`src/hdl/ppgt_pkg.sv`:
```
`timescale 1ns / 1ps

package ppgt_pkg;

  // field widths
  localparam int SAMPLE_W = 16;
  localparam int DC_W     = 16;
  localparam int AC_W     = 17;
  localparam int CODE_W   = 5;
  localparam int THR_W    = 16;

  // stream word widths
  localparam int IN_DATA_W  = 32;
  localparam int OUT_DATA_W = 80;

  // window depth default
  localparam int DEPTH_DEFAULT = 64;

  // led current code limits
  localparam logic [CODE_W-1:0] CODE_MIN = CODE_W'(1);
  localparam logic [CODE_W-1:0] CODE_MAX = CODE_W'(20);

  // configuration register map
  localparam int CFG_ADDR_W = 1;
  localparam logic [CFG_ADDR_W-1:0] REG_LOW_THRESHOLD  = 1'b0;
  localparam logic [CFG_ADDR_W-1:0] REG_HIGH_THRESHOLD = 1'b1;

  localparam logic [THR_W-1:0] LOW_THRESHOLD_RESET  = 16'd29490;
  localparam logic [THR_W-1:0] HIGH_THRESHOLD_RESET = 16'd36044;

  // lane control from the sequencer
  typedef struct packed {
    logic load;     // capture the new sample
    logic update;   // write window, update sum, start divide
    logic divide;   // one divider step
    logic full;     // window entry at slot holds a real sample
  } ppgt_ctl_t;

endpackage

```
`src/hdl/ppg_dc_ac_led_current_tracker.sv`:
```
`timescale 1ns / 1ps

// Red / infrared PPG splitter: each input word carries one red and one infrared
// sample; each output word gives the windowed mean (dc) of each channel over the
// last DEPTH samples (fewer until the window has filled), the sample minus that
// mean (ac), and the two LED current codes, which step once per window pass
// against low_threshold / high_threshold and stay within 1..20. Each input word
// passes accept, window read, update, 16 steps of the per-channel restoring
// divider and a result state, one word at a time. A new word is
// accepted while the previous result still waits in the output register. The
// window needs no clearing pass after reset: a fill count marks unwritten slots.

module ppg_dc_ac_led_current_tracker
  import ppgt_pkg::*;
#(
  parameter int DEPTH = DEPTH_DEFAULT
) (
  input  logic                   clk,
  input  logic                   rst,
  input  logic                   s_axis_tvalid,
  output logic                   s_axis_tready,
  // red_sample [15:0], ir_sample [31:16]
  input  logic [IN_DATA_W-1:0]   s_axis_tdata,
  output logic                   m_axis_tvalid,
  input  logic                   m_axis_tready,
  // red_dc [15:0], red_ac [32:16], ir_dc [48:33], ir_ac [65:49],
  // red_led_code [70:66], ir_led_code [75:71], zero [79:76]
  output logic [OUT_DATA_W-1:0]  m_axis_tdata,
  input  logic                   cfg_we,
  input  logic [CFG_ADDR_W-1:0]  cfg_addr,
  input  logic [THR_W-1:0]       cfg_wdata
);

  localparam int AW     = $clog2(DEPTH);
  localparam int CW     = $clog2(DEPTH + 1);
  localparam int STEP_W = $clog2(DC_W);

  typedef enum logic [2:0] {
    ST_IDLE,
    ST_READ,
    ST_UPDATE,
    ST_DIVIDE,
    ST_DONE
  } state_t;

  state_t              state;
  logic [AW-1:0]       slot;
  logic [CW-1:0]       count;
  logic                full;
  logic                at_zero;
  logic [STEP_W-1:0]   steps;
  logic [THR_W-1:0]    low_threshold;
  logic [THR_W-1:0]    high_threshold;
  ppgt_ctl_t           ctl;
  logic                accept;
  logic                out_free;
  logic                step;

  logic [DC_W-1:0]          red_dc;
  logic [DC_W-1:0]          ir_dc;
  logic signed [AC_W-1:0]   red_ac;
  logic signed [AC_W-1:0]   ir_ac;
  logic [CODE_W-1:0]        red_code_next;
  logic [CODE_W-1:0]        ir_code_next;

  assign s_axis_tready = (state == ST_IDLE);
  assign accept        = s_axis_tvalid && s_axis_tready;
  assign out_free      = !m_axis_tvalid || m_axis_tready;
  assign step          = (state == ST_DONE) && out_free;

  assign ctl.load   = accept;
  assign ctl.update = (state == ST_UPDATE);
  assign ctl.divide = (state == ST_DIVIDE);
  assign ctl.full   = full;

  // threshold registers
  always_ff @(posedge clk) begin
    if (rst) begin
      low_threshold  <= LOW_THRESHOLD_RESET;
      high_threshold <= HIGH_THRESHOLD_RESET;
    end else if (cfg_we) begin
      case (cfg_addr)
        REG_LOW_THRESHOLD:  low_threshold  <= cfg_wdata;
        REG_HIGH_THRESHOLD: high_threshold <= cfg_wdata;
        default: ;
      endcase
    end
  end

  // sequencer, ring position and fill count
  always_ff @(posedge clk) begin
    if (rst) begin
      state   <= ST_IDLE;
      slot    <= AW'(DEPTH - 3);
      count   <= '0;
      full    <= 1'b0;
      at_zero <= 1'b0;
      steps   <= '0;
    end else begin
      case (state)
        ST_IDLE: begin
          if (accept) begin
            full <= (count == CW'(DEPTH));
            if (count != CW'(DEPTH)) begin
              count <= count + 1'b1;
            end
            state <= ST_READ;
          end
        end
        ST_READ: begin
          state <= ST_UPDATE;
        end
        ST_UPDATE: begin
          at_zero <= (slot == '0);
          slot    <= (slot == AW'(DEPTH - 1)) ? '0 : slot + 1'b1;
          steps   <= '0;
          state   <= ST_DIVIDE;
        end
        ST_DIVIDE: begin
          steps <= steps + 1'b1;
          if (steps == STEP_W'(DC_W - 1)) begin
            state <= ST_DONE;
          end
        end
        ST_DONE: begin
          if (out_free) begin
            state <= ST_IDLE;
          end
        end
        default: state <= ST_IDLE;
      endcase
    end
  end

  ppgt_lane #(
    .DEPTH (DEPTH),
    .AW    (AW),
    .CW    (CW)
  ) u_red_lane (
    .clk       (clk),
    .rst       (rst),
    .ctl       (ctl),
    .slot      (slot),
    .count     (count),
    .sample_in (s_axis_tdata[SAMPLE_W-1:0]),
    .dc        (red_dc),
    .ac        (red_ac)
  );

  ppgt_lane #(
    .DEPTH (DEPTH),
    .AW    (AW),
    .CW    (CW)
  ) u_ir_lane (
    .clk       (clk),
    .rst       (rst),
    .ctl       (ctl),
    .slot      (slot),
    .count     (count),
    .sample_in (s_axis_tdata[2*SAMPLE_W-1:SAMPLE_W]),
    .dc        (ir_dc),
    .ac        (ir_ac)
  );

  ppgt_track u_track (
    .clk            (clk),
    .rst            (rst),
    .step           (step),
    .at_zero        (at_zero),
    .low_threshold  (low_threshold),
    .high_threshold (high_threshold),
    .red_dc         (red_dc),
    .ir_dc          (ir_dc),
    .red_code_next  (red_code_next),
    .ir_code_next   (ir_code_next)
  );

  // output word register
  always_ff @(posedge clk) begin
    if (rst) begin
      m_axis_tvalid <= 1'b0;
    end else if (step) begin
      m_axis_tvalid <= 1'b1;
    end else if (m_axis_tready) begin
      m_axis_tvalid <= 1'b0;
    end
  end

  always_ff @(posedge clk) begin
    if (step) begin
      m_axis_tdata <= {4'b0, ir_code_next, red_code_next, ir_ac, ir_dc, red_ac, red_dc};
    end
  end

endmodule

```
`src/hdl/ppgt_lane.sv`:
```
`timescale 1ns / 1ps

module ppgt_lane
  import ppgt_pkg::*;
#(
  parameter int DEPTH = DEPTH_DEFAULT,
  parameter int AW    = $clog2(DEPTH),
  parameter int CW    = $clog2(DEPTH + 1)
) (
  input  logic                      clk,
  input  logic                      rst,
  input  ppgt_ctl_t                 ctl,
  input  logic [AW-1:0]             slot,
  input  logic [CW-1:0]             count,
  input  logic [SAMPLE_W-1:0]       sample_in,
  output logic [DC_W-1:0]           dc,
  output logic signed [AC_W-1:0]    ac
);

  localparam int SW = SAMPLE_W + AW;
  localparam int DW = CW + DC_W;

  logic [SAMPLE_W-1:0] window [DEPTH];
  logic [SAMPLE_W-1:0] rd_data;
  logic [SAMPLE_W-1:0] sample;
  logic [SW-1:0]       sum;
  logic [SW-1:0]       sum_next;
  logic [SW-1:0]       oldest;
  logic [SW-1:0]       rem;
  logic [DW-1:0]       div;
  logic [DC_W-1:0]     quo;
  logic                fits;

  // window memory, read every cycle, written once per word
  always_ff @(posedge clk) begin
    rd_data <= window[slot];
    if (ctl.update) begin
      window[slot] <= sample;
    end
  end

  // entries not yet written since reset read as zero
  assign oldest   = ctl.full ? SW'(rd_data) : '0;
  assign sum_next = sum + SW'(sample) - oldest;

  always_ff @(posedge clk) begin
    if (ctl.load) begin
      sample <= sample_in;
    end
  end

  always_ff @(posedge clk) begin
    if (rst) begin
      sum <= '0;
    end else if (ctl.update) begin
      sum <= sum_next;
    end
  end

  // restoring divider, one quotient bit per step, msb first
  assign fits = DW'(rem) >= div;

  always_ff @(posedge clk) begin
    if (ctl.update) begin
      rem <= sum_next;
      div <= DW'(count) << (DC_W - 1);
      quo <= '0;
    end else if (ctl.divide) begin
      if (fits) begin
        rem <= SW'(DW'(rem) - div);
      end
      div <= div >> 1;
      quo <= {quo[DC_W-2:0], fits};
    end
  end

  assign dc = quo;
  assign ac = signed'({1'b0, sample} - {1'b0, quo});

endmodule

```
`src/hdl/ppgt_track.sv`:
```
`timescale 1ns / 1ps

module ppgt_track
  import ppgt_pkg::*;
(
  input  logic              clk,
  input  logic              rst,
  input  logic              step,
  input  logic              at_zero,
  input  logic [THR_W-1:0]  low_threshold,
  input  logic [THR_W-1:0]  high_threshold,
  input  logic [DC_W-1:0]   red_dc,
  input  logic [DC_W-1:0]   ir_dc,
  output logic [CODE_W-1:0] red_code_next,
  output logic [CODE_W-1:0] ir_code_next
);

  logic [CODE_W-1:0] red_code;
  logic [CODE_W-1:0] ir_code;

  function automatic logic [CODE_W-1:0] adjust(
    input logic [CODE_W-1:0] code,
    input logic [DC_W-1:0]   level,
    input logic              enable,
    input logic [THR_W-1:0]  lo,
    input logic [THR_W-1:0]  hi
  );
    logic [CODE_W:0] moved;
    moved = {1'b0, code};
    if (enable) begin
      if (level < lo) begin
        moved = moved + 1'b1;
      end else if (level > hi) begin
        moved = moved - 1'b1;
      end
    end
    // lowering zero wraps to all ones, clamp low first
    if (moved[CODE_W] && moved != {1'b0, CODE_MAX} + 1'b1) begin
      return CODE_MIN;
    end else if (moved < {1'b0, CODE_MIN}) begin
      return CODE_MIN;
    end else if (moved > {1'b0, CODE_MAX}) begin
      return CODE_MAX;
    end else begin
      return moved[CODE_W-1:0];
    end
  endfunction

  // merge the lane means into the two led codes
  assign red_code_next = adjust(red_code, red_dc, at_zero, low_threshold, high_threshold);
  assign ir_code_next  = adjust(ir_code, ir_dc, at_zero, low_threshold, high_threshold);

  always_ff @(posedge clk) begin
    if (rst) begin
      red_code <= '0;
      ir_code  <= '0;
    end else if (step) begin
      red_code <= red_code_next;
      ir_code  <= ir_code_next;
    end
  end

endmodule

```
`config.mk`:
```
export PLATFORM = sky130hd
export DESIGN_NAME = ppg_dc_ac_led_current_tracker
export DESIGN_NICKNAME = d
export VERILOG_FILES = /design/src/hdl/ppgt_pkg.sv /design/src/hdl/ppg_dc_ac_led_current_tracker.sv /design/src/hdl/ppgt_lane.sv /design/src/hdl/ppgt_track.sv
export SDC_FILE = /design/constraint.sdc
export NUM_CORES = 2
export LEC_CHECK = 0
export ABC_CLOCK_PERIOD_IN_PS = 6400
export BUFFER_PORTS_ARGS = -buffer_cell sky130_fd_sc_hd__buf_2
export CORE_UTILIZATION = 40
export DETAILED_ROUTE_END_ITERATION = 8
export SLEW_MARGIN = 20
export SYNTH_ARGS = -nofsm -noshare
export SYNTH_HDL_FRONTEND = slang
export SYNTH_SLANG_ARGS = --single-unit
```
`constraint.sdc`:
```
create_clock -name clk -period 6.4 [get_ports clk]
set_input_delay 0.96 -clock clk [delete_from_list [all_inputs] [get_ports clk]]
set_output_delay 0.96 -clock clk [all_outputs]
set_load 0.02 [all_outputs]
```
==> metrics <==
CP arrival=5.12 ns; largest net degree at the start of global routing=105; synthesized cell area=93800 sq um; DR DRC count=0; cells along the critical path=buf_4 -> inv_1 -> fa_1 -> fa_1 -> nand2b_1 -> a21oi_1 -> o21ai_0 -> a32oi_1 -> a211oi_1 -> o41ai_1 -> a31oi_1 -> mux2i_1 -> o21ai_0; CTS tree=done; CP Max Fanout=66; Layout area overhead=14.0%; CTS Hold Buffers Added=0; layout cell share with drive strength beyond 1=0.117; max-cap violations=0; first-pass GRT wire length=399000 um; Overflow after GRT=0; CTS Buf Count=227; Post-Route WL=283000 um; yosys warns=0; Starting Density=0.403; Die Y=486 um; Final Hold Fails=0; Clock Sink Count=2395; RSZ-0062 raised after global routing=false; clock transition at the registers of the reported paths=0.06 ns; cell leakage power=33.9 nW; CP Capture Type=register; type of origin of the critical path=register; Setup Skew=0.0935 ns; DR vias/cell=6.01; Tcrit/Tclk final=0.718; hold slack=about 0.27 ns; I/O Buffers=131; Tightest Hold Check Type=primary input to register; CTS Buffer Depth=3; critical path's largest stage delay=approximately 0.57 ns; setup bufs post-CTS=0; clock root buffer=clkbuf_16; Slew @ Worst Pin=between 1 and 1.5 ns; Max Fclk=0.218 GHz; Seq/Total Area, Yosys=0.747; die area=236000 sq um; H-Tree Depth=4; Worst slew margin=0.192; dominant synthesized flop cell=edfxtp_1; GP Congestion=0.869; pwr/cell area=318 nW/um^2; Syn Area/Cell=around 16 sq um; vias in the first global route=approximately 54000; Util after Layout=0.459; fin crit period=4.60 ns; ys async rst share=0; post-synthesis cell count=6029; Crit path required time=roughly 6.9 ns; Seq cells post-synth=approximately 2400; Final Setup Violations=0; io pins=136; initial antenna violation count=22; Slew Viols, Final=0; Layout Nets=6519; Slowest-stage cell, CP=o41ai_1; via count=~57000; drt first-iter violations=7421; Post-synth EDFFs=2207; post_cts resized=0; Post-DRT Antenna Nets=0; Pre-antenna DRT Iters=8; die width=slightly below 500 um; core area=233000 sq um; row count=177; outcome=completed; gr usage total=0.234; wire per inst=29.6 um; CP Class=register to register; latest clock arrival within the worst-skew pair=around 0.90 ns; Peak VDD IR=0.319 mV; setup TNS=0 ns; library cells used by synthesis=83; Detail Placement HPWL=167000 um
==> power by group <==
part,internal [W],switching [W]
sequential,0.0174,0.000166
clock,0.00743,0.00595
combinational,0.000986,0.00206
total,0.0258,0.00818
==> worst max-delay path: cells and delay by family, from the launching register on <==
kind                     cells  cell delay, ns
AO/OA/AOI/OAI                7            1.88
multiplexers                 1            0.22
AND/OR/NAND/NOR              1            0.20
flip-flops                   1            0.32
buffers and inverters        2            0.73
adder cells (fa/ha/maj)      2            0.97
==> state kept, by name, indices dropped and copies added (netlist names), 6 cells and up <==
name                flops
u_red_lane.window    1024
u_ir_lane.rem          22
high_threshold         16
u_red_lane.dc          16
u_ir_lane.window     1024
u_red_lane.rd_data     16
low_threshold          16
u_red_lane.rem         22
u_red_lane.sample      16
u_ir_lane.div           7
u_ir_lane.sum          22
slot                    6
u_ir_lane.dc           16
count                   7
u_red_lane.div         15
u_ir_lane.sample       16
m_axis_tdata           76
u_ir_lane.rd_data      16
u_red_lane.sum         22
==> cell families (layout without fill, tap and decap cells) <==
logic type | Yosys count | after routing | share of synthesized area
DFF | 2395 | 2395 | 0.747
xor gates and xnor gates | 84 | 84 | 0.00800
and+or+nand+nor | 892 | 892 | 0.0474
AOI/OAI and AO/OA | 1800 | 1800 | 0.138
muxes | 14 | 14 | 0.00149
buffers and inverters | 616 | 1019 | 0.0249
adders and majority gates | 227 | 227 | 0.0332
other | 1 | 9 | 0.0000400
==> cell usage in the layout, fill, tap and decap left out, types with 64 or more instances in the layout <==
master	n
a21oi_1	213
a221oi_1	84
a22o_1	79
a22oi_1	869
a31oi_1	82
a41oi_1	122
buf_2	130
buf_4	153
clkbuf_16	227
dfxtp_1	186
edfxtp_1	2207
ha_1	191
inv_1	278
nand2_1	202
nand3_1	114
nand4_1	84
nor2_1	127
nor2_4	64
o21ai_0	146
==> worst paths after layout <==
path                                      start                              end  slack [ns]  cells after the start
hold reg to reg   u_ir_lane.sum[3]$_SDFFE_PP0P_    u_ir_lane.sum[3]$_SDFFE_PP0P_        0.45                      2
hold / removal                 s_axis_tdata[14]  u_red_lane.sample[14]$_DFFE_PP_        0.27                      1
setup / recovery  u_ir_lane.sample[1]$_DFFE_PP_      u_ir_lane.rem[20]$_DFFE_PP_        1.80                     13
setup reg to reg  u_ir_lane.sample[1]$_DFFE_PP_      u_ir_lane.rem[20]$_DFFE_PP_        1.80                     13
==> final cells by class <==
cell class,count,area (sq um)
multi-input combinational,3021,22100
tap,3132,3920
antenna,5,12.5
clock inverter,136,1450
timing repair buffer,310,2370
fill,19900,126000
sequential,2395,70000
inverter,283,1060
clock buffer,290,6020
==> per-stage QoR <==
stage / instance area [sq um] / setup WS [ns] / cells / total power, W
5_1_grt: 107000 / 1.43 / 9568 / 0.0350
2_1_floorplan: 93800 / 2.07 / 6032 / 0.0197
6_report: 107000 / 1.80 / 9572 / 0.0340
4_1_cts: 107000 / 1.81 / 9567 / 0.0341
3_3_place_gp: 99300 / 1.88 / 9135 / 0.0209
3_5_place_dp: 99400 / 1.83 / 9141 / 0.0209
==> synth_stat cells (4+ instances only) <==
cell       count  area share
a22o_1        79      0.0074
nor4_1        42      0.0028
nor3b_1        7     0.00056
a211o_1       13      0.0012
a21boi_0      12     0.00096
o21ai_0      146      0.0078
a21oi_1      213       0.011
o2111ai_1     10     0.00093
a221oi_1      84      0.0078
edfxtp_1    2207        0.71
xor2_1        27      0.0025
nand2b_1      22      0.0015
nand3_1      115      0.0061
o31ai_1       20      0.0016
nand3b_1      14      0.0011
nor2_1       192      0.0077
or2_2          6     0.00040
xnor2_1       55      0.0051
a211oi_1      28      0.0022
buf_2          5     0.00027
nand2_1      204      0.0082
o211ai_1      18      0.0014
clkbuf_1     274       0.011
inv_1        279       0.011
buf_4          4     0.00032
buf_1         50      0.0020
a21o_1        35      0.0028
and3_1        21      0.0014
or3_1         41      0.0027
a31oi_1       82      0.0055
fa_1          36      0.0077
o21a_1        24      0.0019
a311oi_1       4     0.00037
nor3_1        58      0.0031
mux2i_1       14      0.0015
nor2b_1       23      0.0015
dfxtp_1      188       0.040
clkinv_1       4     0.00016
o21bai_1       4     0.00032
nand4_1       84      0.0056
ha_1         191       0.025
a22oi_1      869       0.070
and2_1        44      0.0029
a221o_1        4     0.00043
a41oi_1      123       0.011
==> metal layers <==
metal	GRT usage	up-vias	wire length (um)
met5	0	-	62
met4	0.0744	10	8820
met3	0.0466	449	28000
met2	0.366	3037	130000
met1	0.328	29400	116000
li1	-	24600	-
(Power assumes the default switching activity.)
